**src/rtl/pasu_pkg.sv**
```systemverilog
// ----------------------------------------------------------------------------
// Positional array store: shared package
// Mode and status codes, the command passed from front to back, the result
// item and the state type of the back sequencer.
// ----------------------------------------------------------------------------
`default_nettype none

package pasu_pkg;

	// Input mode codes
	localparam logic [2:0] MODE_APPEND   = 3'd0;
	localparam logic [2:0] MODE_INSERT   = 3'd1;
	localparam logic [2:0] MODE_DELETE   = 3'd2;
	localparam logic [2:0] MODE_SEARCH   = 3'd3;
	localparam logic [2:0] MODE_READ_ALL = 3'd4;
	localparam logic [2:0] MODE_CLEAR    = 3'd5;

	// Result status codes
	localparam logic [2:0] ST_OK        = 3'd0;
	localparam logic [2:0] ST_BAD_POS   = 3'd1;
	localparam logic [2:0] ST_FULL      = 3'd2;
	localparam logic [2:0] ST_NOT_FOUND = 3'd3;
	localparam logic [2:0] ST_EMPTY     = 3'd4;

	// Most results given for one input item
	localparam logic [6:0] MaxOut = 7'd64;

	typedef enum logic [2:0] {
		K_APPEND,
		K_INSERT,
		K_DELETE,
		K_SEARCH,
		K_READ_ALL,
		K_CLEAR
	} cmd_kind_t;

	typedef struct packed {
		cmd_kind_t   kind;
		logic [6:0]  pos;
		logic [31:0] value;
	} cmd_t;

	typedef struct packed {
		logic [2:0]  status;
		logic [6:0]  found_position;
		logic [31:0] element;
		logic [6:0]  entry_count;
		logic        last;
	} result_t;

	typedef enum logic [2:0] {
		BK_IDLE,
		BK_SHIFT_UP,
		BK_SHIFT_DN,
		BK_SCAN,
		BK_RESP
	} bk_state_t;

endpackage

`default_nettype wire

```
**src/rtl/pasu_ram.sv**
```systemverilog
// ----------------------------------------------------------------------------
// Generic RAM
// One write port and one read port; read data is registered and holds
// while no read is issued.
// ----------------------------------------------------------------------------
`default_nettype none

module pasu_ram #(
	parameter int WIDTH = 32,
	parameter int DEPTH = 64
) (
	input  wire logic                     clk,
	input  wire logic                     we,
	input  wire logic [$clog2(DEPTH)-1:0] waddr,
	input  wire logic [WIDTH-1:0]         wdata,
	input  wire logic                     re,
	input  wire logic [$clog2(DEPTH)-1:0] raddr,
	output logic      [WIDTH-1:0]         rdata
);

	logic [WIDTH-1:0] mem_q [DEPTH];

	// Write port
	always_ff @(posedge clk) begin
		if (we) begin
			mem_q[waddr] <= wdata;
		end
	end

	// Registered read port
	always_ff @(posedge clk) begin
		if (re) begin
			rdata <= mem_q[raddr];
		end
	end

endmodule

`default_nettype wire

```
**src/rtl/pasu_front.sv**
```systemverilog
// ----------------------------------------------------------------------------
// Front end
// Accepts input beats, decodes the mode into a command kind and pushes
// valid commands into the queue; unused modes are dropped.
// ----------------------------------------------------------------------------
`default_nettype none

module pasu_front (
	input  wire logic          s_tvalid,
	output logic               s_tready,
	input  wire logic [39:0]   s_tdata,
	input  wire logic [2:0]    s_tuser,
	input  wire logic          q_full,
	output logic               push,
	output pasu_pkg::cmd_t     push_cmd
);

	logic kind_ok;

	assign s_tready = !q_full;

	// Decode mode into command kind, pass position and value through
	always_comb begin
		kind_ok        = 1'b1;
		push_cmd.kind  = pasu_pkg::K_APPEND;
		push_cmd.pos   = s_tdata[6:0];
		push_cmd.value = s_tdata[38:7];
		unique case (s_tuser)
			pasu_pkg::MODE_APPEND:   push_cmd.kind = pasu_pkg::K_APPEND;
			pasu_pkg::MODE_INSERT:   push_cmd.kind = pasu_pkg::K_INSERT;
			pasu_pkg::MODE_DELETE:   push_cmd.kind = pasu_pkg::K_DELETE;
			pasu_pkg::MODE_SEARCH:   push_cmd.kind = pasu_pkg::K_SEARCH;
			pasu_pkg::MODE_READ_ALL: push_cmd.kind = pasu_pkg::K_READ_ALL;
			pasu_pkg::MODE_CLEAR:    push_cmd.kind = pasu_pkg::K_CLEAR;
			default:                 kind_ok       = 1'b0;
		endcase
	end

	// Push only decodable beats
	assign push = s_tvalid && s_tready && kind_ok;

endmodule

`default_nettype wire

```
**src/rtl/pasu_queue.sv**
```systemverilog
// ----------------------------------------------------------------------------
// Command queue
// Two-entry register queue between the front end and the back sequencer.
// ----------------------------------------------------------------------------
`default_nettype none

module pasu_queue (
	input  wire logic            clk,
	input  wire logic            arst_n,
	input  wire logic            push,
	input  wire pasu_pkg::cmd_t  push_cmd,
	output logic                 full,
	input  wire logic            pop,
	output logic                 head_valid,
	output pasu_pkg::cmd_t       head_cmd
);

	pasu_pkg::cmd_t slot_q [2];
	logic           wr_ptr_q;
	logic           rd_ptr_q;
	logic [1:0]     fill_q;

	assign full       = (fill_q == 2'd2);
	assign head_valid = (fill_q != 2'd0);
	assign head_cmd   = slot_q[rd_ptr_q];

	// Advance pointers and fill level
	always_ff @(posedge clk or negedge arst_n) begin
		if (!arst_n) begin
			wr_ptr_q <= 1'b0;
			rd_ptr_q <= 1'b0;
			fill_q   <= 2'd0;
		end else begin
			if (push) begin
				wr_ptr_q <= !wr_ptr_q;
			end
			if (pop) begin
				rd_ptr_q <= !rd_ptr_q;
			end
			if (push && !pop) begin
				fill_q <= fill_q + 2'd1;
			end else if (pop && !push) begin
				fill_q <= fill_q - 2'd1;
			end
		end
	end

	// Store payload
	always_ff @(posedge clk) begin
		if (push) begin
			slot_q[wr_ptr_q] <= push_cmd;
		end
	end

endmodule

`default_nettype wire

```
**src/rtl/pasu_back.sv**
```systemverilog
// ----------------------------------------------------------------------------
// Back sequencer
// Executes one command at a time against the entry RAM: shifts entries for
// insert and delete, walks them for search and read-all, and drives the
// output register.
// ----------------------------------------------------------------------------
`default_nettype none

module pasu_back #(
	parameter int DEPTH = 64
) (
	input  wire logic            clk,
	input  wire logic            arst_n,
	input  wire logic            q_valid,
	input  wire pasu_pkg::cmd_t  q_cmd,
	output logic                 q_pop,
	output logic                 res_valid,
	output pasu_pkg::result_t    res,
	input  wire logic            res_ready
);

	localparam int AW = $clog2(DEPTH);
	localparam int CW = $clog2(DEPTH + 1);
	localparam int PW = (CW > 7) ? CW : 7;
	localparam logic [CW-1:0] FullCnt = CW'(DEPTH);

	pasu_pkg::bk_state_t state_q, state_d;
	pasu_pkg::cmd_kind_t kind_q;

	logic [CW-1:0]  count_q;
	logic [31:0]    val_q;
	logic [AW-1:0]  lo_q;
	logic [AW-1:0]  rd_idx_q;
	logic           rd_more_q;
	logic           vld_s1;
	logic [AW-1:0]  idx_s1;
	logic           pend_v_q;
	logic [6:0]     pend_pos_q;
	logic [31:0]    pend_elem_q;
	logic [6:0]     nres_q;
	logic [2:0]     resp_st_q;
	logic           out_v_q;
	pasu_pkg::result_t out_q;

	logic           mem_we;
	logic [AW-1:0]  mem_waddr;
	logic [31:0]    mem_wdata;
	logic           rd_issue;
	logic [31:0]    rd_data;

	logic           out_free;
	logic           out_ld;
	pasu_pkg::result_t out_d;

	logic [PW-1:0]  hd_pos;
	logic [PW-1:0]  cnt_w;
	logic           pos_bad;
	logic           is_full;
	logic           is_match;
	logic           match_eff;
	logic           consume;
	logic           shift_done;
	logic           scan_done;
	logic [6:0]     s1_pos;

	pasu_ram #(
		.WIDTH(32),
		.DEPTH(DEPTH)
	) u_ram (
		.clk   (clk),
		.we    (mem_we),
		.waddr (mem_waddr),
		.wdata (mem_wdata),
		.re    (rd_issue),
		.raddr (rd_idx_q),
		.rdata (rd_data)
	);

	// Classify the head command against the current count
	assign hd_pos  = PW'(q_cmd.pos);
	assign cnt_w   = PW'(count_q);
	assign pos_bad = (hd_pos == '0) || (hd_pos > cnt_w);
	assign is_full = (count_q == FullCnt);

	// Scan compare on returned read data
	assign is_match  = (kind_q == pasu_pkg::K_READ_ALL) || (rd_data == val_q);
	assign match_eff = vld_s1 && is_match && (nres_q != pasu_pkg::MaxOut);
	assign out_free  = !out_v_q || res_ready;
	assign s1_pos    = 7'(PW'(idx_s1) + PW'(1));

	assign shift_done = !rd_more_q && !vld_s1;
	assign scan_done  = (!rd_more_q || (nres_q == pasu_pkg::MaxOut)) && !vld_s1;

	// Next state
	always_comb begin
		state_d = state_q;
		unique case (state_q)
			pasu_pkg::BK_IDLE: begin
				if (q_valid) begin
					unique case (q_cmd.kind)
						pasu_pkg::K_INSERT: begin
							if (!pos_bad && !is_full) begin
								state_d = pasu_pkg::BK_SHIFT_UP;
							end else begin
								state_d = pasu_pkg::BK_RESP;
							end
						end
						pasu_pkg::K_DELETE: begin
							if (count_q != '0 && !pos_bad && hd_pos != cnt_w) begin
								state_d = pasu_pkg::BK_SHIFT_DN;
							end else begin
								state_d = pasu_pkg::BK_RESP;
							end
						end
						pasu_pkg::K_SEARCH,
						pasu_pkg::K_READ_ALL: state_d = pasu_pkg::BK_SCAN;
						default:              state_d = pasu_pkg::BK_RESP;
					endcase
				end
			end
			pasu_pkg::BK_SHIFT_UP,
			pasu_pkg::BK_SHIFT_DN: begin
				if (shift_done) begin
					state_d = pasu_pkg::BK_RESP;
				end
			end
			pasu_pkg::BK_SCAN: begin
				if (scan_done && out_free) begin
					state_d = pasu_pkg::BK_IDLE;
				end
			end
			pasu_pkg::BK_RESP: begin
				if (out_free) begin
					state_d = pasu_pkg::BK_IDLE;
				end
			end
			default: state_d = pasu_pkg::BK_IDLE;
		endcase
	end

	// Control outputs: queue pop, RAM ports, output load
	always_comb begin
		q_pop     = 1'b0;
		mem_we    = 1'b0;
		mem_waddr = '0;
		mem_wdata = '0;
		rd_issue  = 1'b0;
		consume   = vld_s1;
		out_ld    = 1'b0;
		out_d     = '0;
		out_d.entry_count = 7'(count_q);
		unique case (state_q)
			pasu_pkg::BK_IDLE: begin
				q_pop = q_valid;
				if (q_valid && q_cmd.kind == pasu_pkg::K_APPEND && !is_full) begin
					mem_we    = 1'b1;
					mem_waddr = AW'(count_q);
					mem_wdata = q_cmd.value;
				end
			end
			pasu_pkg::BK_SHIFT_UP: begin
				rd_issue = rd_more_q;
				if (vld_s1) begin
					mem_we    = 1'b1;
					mem_waddr = idx_s1 + AW'(1);
					mem_wdata = rd_data;
				end else if (shift_done) begin
					mem_we    = 1'b1;
					mem_waddr = lo_q;
					mem_wdata = val_q;
				end
			end
			pasu_pkg::BK_SHIFT_DN: begin
				rd_issue = rd_more_q;
				if (vld_s1) begin
					mem_we    = 1'b1;
					mem_waddr = idx_s1 - AW'(1);
					mem_wdata = rd_data;
				end
			end
			pasu_pkg::BK_SCAN: begin
				consume  = vld_s1 && (!match_eff || !pend_v_q || out_free);
				rd_issue = rd_more_q && (nres_q != pasu_pkg::MaxOut) &&
					(!vld_s1 || consume);
				if (consume && match_eff && pend_v_q) begin
					// Release the held match; a newer one follows it
					out_ld               = 1'b1;
					out_d.status         = pasu_pkg::ST_OK;
					out_d.found_position = pend_pos_q;
					out_d.element        = pend_elem_q;
				end else if (scan_done && out_free) begin
					out_ld     = 1'b1;
					out_d.last = 1'b1;
					if (pend_v_q) begin
						out_d.status         = pasu_pkg::ST_OK;
						out_d.found_position = pend_pos_q;
						out_d.element        = pend_elem_q;
					end else if (kind_q == pasu_pkg::K_SEARCH) begin
						out_d.status = pasu_pkg::ST_NOT_FOUND;
					end else begin
						out_d.status = pasu_pkg::ST_EMPTY;
					end
				end
			end
			pasu_pkg::BK_RESP: begin
				out_ld       = out_free;
				out_d.status = resp_st_q;
				out_d.last   = 1'b1;
			end
			default: begin
				q_pop = 1'b0;
			end
		endcase
	end

	// Sequencer control registers
	always_ff @(posedge clk or negedge arst_n) begin
		if (!arst_n) begin
			state_q   <= pasu_pkg::BK_IDLE;
			count_q   <= '0;
			rd_more_q <= 1'b0;
			vld_s1    <= 1'b0;
			pend_v_q  <= 1'b0;
			nres_q    <= '0;
			out_v_q   <= 1'b0;
		end else begin
			state_q <= state_d;

			// Read pipeline valid
			if (rd_issue) begin
				vld_s1 <= 1'b1;
			end else if (consume) begin
				vld_s1 <= 1'b0;
			end

			// Output register valid
			if (out_ld) begin
				out_v_q <= 1'b1;
			end else if (res_ready) begin
				out_v_q <= 1'b0;
			end

			unique case (state_q)
				pasu_pkg::BK_IDLE: begin
					if (q_valid) begin
						unique case (q_cmd.kind)
							pasu_pkg::K_APPEND: begin
								if (!is_full) begin
									count_q <= count_q + CW'(1);
								end
							end
							pasu_pkg::K_INSERT: begin
								rd_more_q <= 1'b1;
							end
							pasu_pkg::K_DELETE: begin
								if (count_q != '0 && !pos_bad) begin
									if (hd_pos == cnt_w) begin
										count_q <= count_q - CW'(1);
									end else begin
										rd_more_q <= 1'b1;
									end
								end
							end
							pasu_pkg::K_SEARCH,
							pasu_pkg::K_READ_ALL: begin
								rd_more_q <= (count_q != '0);
								pend_v_q  <= 1'b0;
								nres_q    <= '0;
							end
							pasu_pkg::K_CLEAR: begin
								count_q <= '0;
							end
							default: begin
								count_q <= count_q;
							end
						endcase
					end
				end
				pasu_pkg::BK_SHIFT_UP: begin
					if (rd_issue) begin
						rd_more_q <= (rd_idx_q != lo_q);
					end
					if (shift_done) begin
						count_q <= count_q + CW'(1);
					end
				end
				pasu_pkg::BK_SHIFT_DN: begin
					if (rd_issue) begin
						rd_more_q <= (rd_idx_q != lo_q);
					end
					if (shift_done) begin
						count_q <= count_q - CW'(1);
					end
				end
				pasu_pkg::BK_SCAN: begin
					if (rd_issue) begin
						rd_more_q <= ((CW'(rd_idx_q) + CW'(1)) != count_q);
					end
					if (consume && match_eff) begin
						pend_v_q <= 1'b1;
						nres_q   <= nres_q + 7'd1;
					end else if (scan_done && out_free) begin
						pend_v_q <= 1'b0;
					end
				end
				default: begin
					rd_more_q <= rd_more_q;
				end
			endcase
		end
	end

	// Command payload, addresses and held match
	always_ff @(posedge clk) begin
		if (q_pop) begin
			kind_q <= q_cmd.kind;
			val_q  <= q_cmd.value;
			if (q_cmd.kind == pasu_pkg::K_INSERT) begin
				rd_idx_q <= AW'(count_q - CW'(1));
				lo_q     <= AW'(hd_pos - PW'(1));
			end else if (q_cmd.kind == pasu_pkg::K_DELETE) begin
				rd_idx_q <= AW'(q_cmd.pos);
				lo_q     <= AW'(count_q - CW'(1));
			end else begin
				rd_idx_q <= '0;
				lo_q     <= '0;
			end
			// Single-result status
			priority if (q_cmd.kind == pasu_pkg::K_APPEND && is_full) begin
				resp_st_q <= pasu_pkg::ST_FULL;
			end else if (q_cmd.kind == pasu_pkg::K_DELETE && count_q == '0) begin
				resp_st_q <= pasu_pkg::ST_EMPTY;
			end else if ((q_cmd.kind == pasu_pkg::K_INSERT ||
					q_cmd.kind == pasu_pkg::K_DELETE) && pos_bad) begin
				resp_st_q <= pasu_pkg::ST_BAD_POS;
			end else if (q_cmd.kind == pasu_pkg::K_INSERT && is_full) begin
				resp_st_q <= pasu_pkg::ST_FULL;
			end else begin
				resp_st_q <= pasu_pkg::ST_OK;
			end
		end else if (rd_issue) begin
			// Step the walk down for insert, up otherwise
			if (state_q == pasu_pkg::BK_SHIFT_UP) begin
				rd_idx_q <= rd_idx_q - AW'(1);
			end else begin
				rd_idx_q <= rd_idx_q + AW'(1);
			end
		end
		if (rd_issue) begin
			idx_s1 <= rd_idx_q;
		end
		if (state_q == pasu_pkg::BK_SCAN && consume && match_eff) begin
			pend_pos_q  <= s1_pos;
			pend_elem_q <= rd_data;
		end
		if (out_ld) begin
			out_q <= out_d;
		end
	end

	assign res_valid = out_v_q;
	assign res       = out_q;

endmodule

`default_nettype wire

```
**src/rtl/positional_array_store_unit.sv**
```systemverilog
// Insert and delete shift the entries from the position to the end of the
// list; search and read-all walk the entries up to the last beat.
// Throughput: one entry per cycle while shifting, or while scanning and the
// result stream is not stalled, set by the one read and one write port of the
// entry RAM; two items may wait in the queue.
// Reset: clears the count, the sequencer state and the valid flags; entries are not cleared.
// ----------------------------------------------------------------------------
// Positional array store unit
// Ordered list of signed 32-bit entries with append, insert, delete, search,
// read-all and clear, fed by a stream and answering on a stream.
// ----------------------------------------------------------------------------
`default_nettype none

module positional_array_store_unit #(
	parameter int DEPTH = 64
) (
	input  wire logic        clk,
	input  wire logic        arst_n,
	input  wire logic        s_axis_tvalid,
	output logic             s_axis_tready,
	// position [6:0], value [38:7], zero [39]
	input  wire logic [39:0] s_axis_tdata,
	// mode [2:0]
	input  wire logic [2:0]  s_axis_tuser,
	output logic             m_axis_tvalid,
	input  wire logic        m_axis_tready,
	// status [2:0], found_position [9:3], element [41:10], entry_count [48:42],
	// zero [55:49]
	output logic [55:0]      m_axis_tdata,
	output logic             m_axis_tlast
);

	logic              q_full;
	logic              push;
	pasu_pkg::cmd_t    push_cmd;
	logic              q_pop;
	logic              q_valid;
	pasu_pkg::cmd_t    q_cmd;
	logic              res_valid;
	pasu_pkg::result_t res;

	pasu_front u_front (
		.s_tvalid (s_axis_tvalid),
		.s_tready (s_axis_tready),
		.s_tdata  (s_axis_tdata),
		.s_tuser  (s_axis_tuser),
		.q_full   (q_full),
		.push     (push),
		.push_cmd (push_cmd)
	);

	pasu_queue u_queue (
		.clk        (clk),
		.arst_n     (arst_n),
		.push       (push),
		.push_cmd   (push_cmd),
		.full       (q_full),
		.pop        (q_pop),
		.head_valid (q_valid),
		.head_cmd   (q_cmd)
	);

	pasu_back #(
		.DEPTH(DEPTH)
	) u_back (
		.clk       (clk),
		.arst_n    (arst_n),
		.q_valid   (q_valid),
		.q_cmd     (q_cmd),
		.q_pop     (q_pop),
		.res_valid (res_valid),
		.res       (res),
		.res_ready (m_axis_tready)
	);

	// Pack the result beat
	assign m_axis_tvalid = res_valid;
	assign m_axis_tdata  = {7'd0, res.entry_count, res.element, res.found_position,
		res.status};
	assign m_axis_tlast  = res.last;

`ifndef ASSERT_OFF
	// Every error result closes its item
	a_err_last: assert property (@(posedge clk) disable iff (!arst_n)
		m_axis_tvalid && (m_axis_tdata[2:0] != pasu_pkg::ST_OK) |-> m_axis_tlast)
		else $error("error status without last");

	// An error result has zero position and element
	a_err_noentry: assert property (@(posedge clk) disable iff (!arst_n)
		m_axis_tvalid && (m_axis_tdata[2:0] != pasu_pkg::ST_OK) |->
		(m_axis_tdata[9:3] == 7'd0) && (m_axis_tdata[41:10] == 32'd0))
		else $error("error result carries an entry");
`endif

endmodule

`default_nettype wire

```
**config.mk**
```make
export PLATFORM = sky130hd
export DESIGN_NAME = positional_array_store_unit
export DESIGN_NICKNAME = d
export VERILOG_FILES = /design/src/rtl/pasu_pkg.sv /design/src/rtl/pasu_ram.sv /design/src/rtl/pasu_front.sv /design/src/rtl/pasu_queue.sv /design/src/rtl/pasu_back.sv /design/src/rtl/positional_array_store_unit.sv
export SDC_FILE = /design/constraint.sdc
export NUM_CORES = 2
export LEC_CHECK = 0
export BUFFER_PORTS_ARGS = -buffer_cell sky130_fd_sc_hd__clkbuf_2
export CAP_MARGIN = 20
export CELL_PAD_IN_SITES_DETAIL_PLACEMENT = 0
export CELL_PAD_IN_SITES_GLOBAL_PLACEMENT = 1
export CORE_UTILIZATION = 50
export DETAILED_ROUTE_END_ITERATION = 12
export PLACE_DENSITY = 0.73
export SLEW_MARGIN = 20
export SYNTH_ARGS = -nofsm -noshare
export SYNTH_HDL_FRONTEND = slang
export SYNTH_SLANG_ARGS = --single-unit
```
**constraint.sdc**
```tcl
create_clock -name clk -period 4.1 [get_ports clk]
set_clock_uncertainty 0.05 [all_clocks]
set_input_delay 0.615 -clock clk [delete_from_list [all_inputs] [get_ports clk]]
set_output_delay 0.615 -clock clk [all_outputs]
set_load 0.02 [all_outputs]
```
### Word-level counts from Yosys, hierarchy flattened

Memories as Yosys holds them, arrays and structs flattened. A register that Yosys moved wholly into a read port is not among the register bits.
Index checks and enable logic that the tools add are counted.

| operators by class | value |
|---|---|
| add/sub/neg operators | 12 |
| $lt $le $gt $ge | 1 |
| equal/unequal tests | 42 |
| muxes and demuxes | 83 |
| reduce and logical (&&, ||, !) cells | 69 |

Operator list:

| operator | count |
|---|---|
| two-way mux 32 bit | 4 |
| case mux 32 bit (3 select lines) | 1 |
| two-way mux 42 bit | 2 |
| two-way mux 6 bit | 11 |
| two-way mux 7 bit | 9 |
| case mux 7 bit (3 select lines) | 2 |
| two-way mux 39 bit | 1 |
| equality test 32 bit | 1 |
| two-way mux 3 bit | 10 |
| two-way mux 1 bit | 27 |
| logical AND 1 bit | 26 |
| equality test 3 x 2 -> 1 bit, second input constant | 7 |
| equality test 3 bit, second input constant | 6 |
| != test 2 x 1 -> 1 bit, second input constant | 9 |
| case mux 6 bit (3 select lines) | 1 |
| subtractor 6 x 1 -> 6 bit, second input constant | 3 |
| case mux 3 bit (5 select lines) | 1 |
| adder 6 x 1 -> 7 bit, second input constant | 2 |
| adder 7 x 1 -> 7 bit, second input constant | 2 |
| equality test 7 bit, second input constant | 2 |
| logical NOT 7 bit | 2 |
| != test 7 bit | 2 |
| case mux 7 bit (2 select lines) | 1 |
| adder 6 x 1 -> 6 bit, second input constant | 2 |
| 31 further kinds | 73 |

| word-level totals | value |
|---|---|
| bits in registers | 170 |
| bits in writable memories | 2132 |
| input bits | 47 |
| output and inout bits | 59 |
| logic and storage cells | 233 |
| memories | 2 |

Memories:

| name | depth | width | read ports | clocked after Yosys merged registers in | wr ports | RTL line | RTL |
|---|---|---|---|---|---|---|---|
| u_back.u_ram.mem_q | 64 | 32 | 1 | 1 | 1 | pasu_ram.sv:21 | `logic [WIDTH-1:0] mem_q [DEPTH];` |
| u_queue.slot_q | 2 | 42 | 1 | 0 | 1 | pasu_queue.sv:18 | `pasu_pkg::cmd_t slot_q [2];` |

### Depth between registers and ports, before layout

| depth | value |
|---|---|
| depth in word-level cells | 13 |
| depth in mapped cells | 13 |
| depth with buffers taken out | 10 |

### By module

From an unflattened synthesis, not the netlist that was laid out.

| unflattened totals | value |
|---|---|
| cells, all modules | 4295 |
| area, all modules | 91405.2 sq um |

By module, submodules not included:

| module | instances | cells each | area each (sq um) | sequential area each (sq um) |
|---|---|---|---|---|
| pasu_ram | 1 | 3323 | 78819.3 | 62459.9 |
| pasu_back | 1 | 768 | 8742.1 | 4879.7 |
| pasu_queue | 1 | 147 | 3422.0 | 2622.5 |
| pasu_front | 1 | 49 | 365.4 | 0.0 |
| positional_array_store_unit | 1 | 8 | 56.3 | 0.0 |

### Worst setup path after synthesis

Ideal clock, no wire load.

| path | value |
|---|---|
| kind | flip-flop to flip-flop |
| from | register u_back.state_q[0] |
| to | memory u_back.u_ram.mem_q[18][0], enable pin |
| library setup time | 0.421 ns |
| data arrival time | 4.054 ns |
| required time | 3.629 ns |
| slack | -0.426 ns |
| cell stages (with the launch flop) | 12 |
| buffers on the path | 3 |
| clock period less this slack | 4.526 ns |
| cell sequence | dfrtp_1 > buf_2 > or2_1 > buf_2 > or3_1 > buf_4 > inv_2 > nand3b_2 > o21ai_1 > nor2b_1 > nand2_1 > nor2_1 |

| on the way | value |
|---|---|
| cells in the longest elaborated chain, start to end | 4 |
| elaborated cells between the ends (all ways) | 7 |
| classes of those cells | eq/ne: 2; mux: 4; reduce/logical: 1 |

RTL lines:

| item | RTL line | RTL |
|---|---|---|
| start: declaration | pasu_back.sv:27 | `pasu_pkg::bk_state_t state_q, state_d;` |
| start signal: assignment | pasu_back.sv:219 | `state_q <= pasu_pkg::BK_IDLE;` |
| start signal: assignment | pasu_back.sv:227 | `state_q <= state_d;` |
| equality test 3 x 2 -> 1 bit, or another cell as far along | pasu_back.sv:152 | `unique case (state_q)` |
| case mux 1 bit (3 select lines) | pasu_back.sv:152 |  |
| two-way mux 1 bit | pasu_ram.sv:25 | `if (we) begin` |
| two-way mux 1 bit (implied by the code) | pasu_ram.sv:26 | `mem_q[waddr] <= wdata;` |
| end: declaration | pasu_ram.sv:21 |  |

Parallel ways exist; a longest one is shown, timed or not.

### Worst setup path after layout

| path | value |
|---|---|
| from | register u_back.state_q[1] |
| to | memory u_back.u_ram.mem_q[57][25], enable pin |

The elaborated chain is that of the path after synthesis.

==> flow_metrics.tcl <==
set metrics [dict create \
    run_status "complete, no violations" \
    antenna_found_initial 11 \
    seqPwrFrac_pct 39.4 \
    finalWeightedCongestion 0.875 \
    power_density_mw_per_mm2 706 \
    worst-setup-path-type "reg2reg" \
    synthCells 4702 \
    grt_usage_pct 25.7 \
    syn_area_mm2 0.0914 \
    dp.cells 7275 \
    cp_max_fo 18 \
    vias 48270 \
    setup_violations 0 \
    crit_required_ns 4.59 \
    p_clk_share_pct 26.5 \
    area_growth_pct 16.1 \
    switching_share_pct 34.2 \
    clk_path_buf_depth 3 \
    fin_cells 7745 \
    clock-sinks 2334 \
    critPathLaunchType "flip-flop" \
    portBuffers 97 \
    relSlewSlack_pct 24.4 \
    yosys-top-cells-area "edfxtp_1 (76%), mux4_2 (7.3%), mux2i_1 (5.1%)" \
    dieArea_mm2 0.184 \
    min_period_over_period_pct 97.0 \
    die_x_um 429 \
    routed_wl_um 239000 \
    ys_seq_area_share_pct 76.6 \
    max_freq_mhz 252 \
    drv_slew 0 \
    power_switching_mw 25.6 \
    fin_tns_setup_ns 0 \
    worst_pin_slew_ns 1.13 \
    dpl-instance-area_mm2 0.0985 \
    cts_max_level 4 \
    maxCapViolations 0 \
    cp_data_arrival_time_ns 4.47 \
    drt-pass1-iter-count 5 \
    ant_nets 0 \
    min_path_type "in2reg" \
    dieHeight_um 429 \
    intPower_mw 49.2 \
    place_ws_ns 0.0916 \
    worstSkewPairLatency_ns 0.86 \
    synth_top_area_cell "edfxtp_1" \
    design.core.area_mm2 0.181 \
    ys_types 82 \
    drt_drc_violations_left 0 \
    met1_length_um 95600 \
    cts_made_buffers 221 \
    syn_area_per_cell_um2 19.4 \
    grt_pass1_vias 47834 \
    num_rows 156 \
    layout.nets 5248 \
    grt_first_pass_wirelength_um 339000 \
    drt-initial-drc-count 5522 \
    vdd_ir_drop_max_uv 430 \
    nFillCells 13122 \
    ys_ff_latch 2334 \
    end_kind "flip-flop" \
    hold_viol 0 \
    synth-main-ff-cell "edfxtp_1" \
    combinationalPowerShare_pct 34.1 \
    grt_start_max_net_pins 104 \
    grt-ovfl-total 0 \
    dp_hpwl_um 140000 \
    top_layer "met4" \
    root_buffer "clkbuf_16" \
    ios 106 \
    final.setup.worst_slack_ns 0.125 \
    met3_length_um 20300 \
    layout_common_cells "edfxtp_1 (2,309), mux2i_1 (468), mux4_2 (298), buf_4 (259), o221ai_1 (230)" \
    stdcell_area_mm2 0.106 \
    power_leakage_nw 35.4 \
    via_per_inst 6.23 \
    synth_top_area_share_pct 75.9 \
    wl_per_cell_um 30.9 \
    drive_gt1_share_pct 23.8 \
    min_period_ns 3.98 \
    synth_edf_count 2309 \
    clk_pin_slew_ns 0.06 \
    wl_met2_um 113000 \
    start_util_pct 50.4 \
    yosysWarningCount 0 \
    layout_commonest_cell "edfxtp_1" \
    rsz0062_at_grt "no" \
    tritoncts "yes" \
    async_flop_share_pct 1.07 \
]
[power groups by stage]
stage	Combinational, mW	Sequential [mW]	Clock (mW)
2_1_floorplan	14.5	30.0	0
3_3_place_gp	25.0	30.0	0
3_5_place_dp	25.2	30.0	0
4_1_cts	25.3	29.5	20.1
5_1_grt	26.8	29.6	21.0
6_report	25.5	29.5	19.8
[registers in the layout, indices dropped and copies added, names as in the netlist, 32 cells and up]
name and count:
u_back.val_q 32, u_back.res 50, u_back.u_ram.mem_q 2048, u_back.u_ram.rdata 32
u_queue.slot_q 84, u_back.pend_elem_q 32
[cell usage after synthesis, types with 46 or more instances]
master / n
a21oi_1: 191
and2_1: 46
buf_2: 81
clkbuf_1: 152
edfxtp_1: 2309
mux2i_1: 468
mux4_2: 298
nand2_1: 58
nor2_1: 167
nor3_1: 68
o221ai_1: 230
o22ai_1: 129
xnor2_1: 59
[cell type report]
class	count	area, um^2	share of cell area (%)
antenna	3	7.51	0.00708
clock buffer	264	5730	5.41
clock inverter	152	1310	1.24
inverter	30	123	0.116
multi-input combinational	2076	20700	19.5
sequential	2334	70000	66.0
tap	2370	2970	2.80
timing repair buffer	516	5240	4.94
[logic make-up after synthesis]
| logic type | after synthesis | synth area share (%) |
|---|---|---|
| fa+ha+maj | 22 | 0.309 |
| mux | 803 | 12.9 |
| simple gates | 424 | 2.26 |
| xor+xnor | 76 | 0.728 |
| compound gates | 740 | 5.75 |
| flops | 2334 | 76.6 |
| other cells | 1 | 0.00410 |
| buf+inv | 302 | 1.45 |
[stage by stage]
| stage | util (%) | hold slack (ns) | power [mW] |
|---|---|---|---|
| finish | 58.6 | 0.103 | 74.9 |
| global route | 58.5 | 0.0588 | 77.4 |
| detailed placement | 54.4 | 0.436 | 55.2 |
| CTS | 58.5 | 0.0301 | 75.0 |
| global placement | 54.3 | 0.431 | 55.0 |
| floorplan | - | 0.269 | 44.6 |
[path summary, 6_finish.rpt]
| path | from | end | slack, ns | cells past startpoint |
|---|---|---|---|---|
| worst max-delay path | u_back.state_q[1] | u_back.u_ram.mem_q[57][25] | 0.12 | 9 |
| worst min-delay path | s_axis_tuser[2] | u_queue.slot_q[1][40] | 0.10 | 2 |
| worst max register to register | u_back.state_q[1] | u_back.u_ram.mem_q[57][25] | 0.12 | 9 |
| worst min register to register | u_back.u_ram.rdata[6] | u_back.pend_elem_q[6] | 0.45 | 0 |
| max in group asynchronous | arst_n | u_queue.rd_ptr_q | 3.18 | 2 |
| min in group asynchronous | arst_n | u_back.nres_q[6] | 0.32 | 2 |
[layer usage]
| metal | up-vias | track usage [%] |
|---|---|---|
| li1 | 20528 | - |
| met1 | 25268 | 34.7 |
| met2 | 2115 | 40.7 |
| met3 | 359 | 5.77 |
| met4 | 0 | 10.6 |
| met5 | - | 0 |
[critical path, stage by stage (launching register included)]
cell      delay, ns
dfrtp_1        0.39
or2_1          0.25
or3_1          0.46
inv_2          0.16
a32oi_1        0.11
o21ai_1        0.45
nand3b_2       0.45
buf_4          0.32
nor2_4         0.70
buf_4          0.33
[what timing repair did]
item	in CTS	in global routing
buffers inserted	0	6
hold endpoints to repair	103	0
hold buffers	40	0
gates resized for setup	0	1
setup endpoints to repair	0	50
Note: power is estimated with default switching activity, not from simulation.
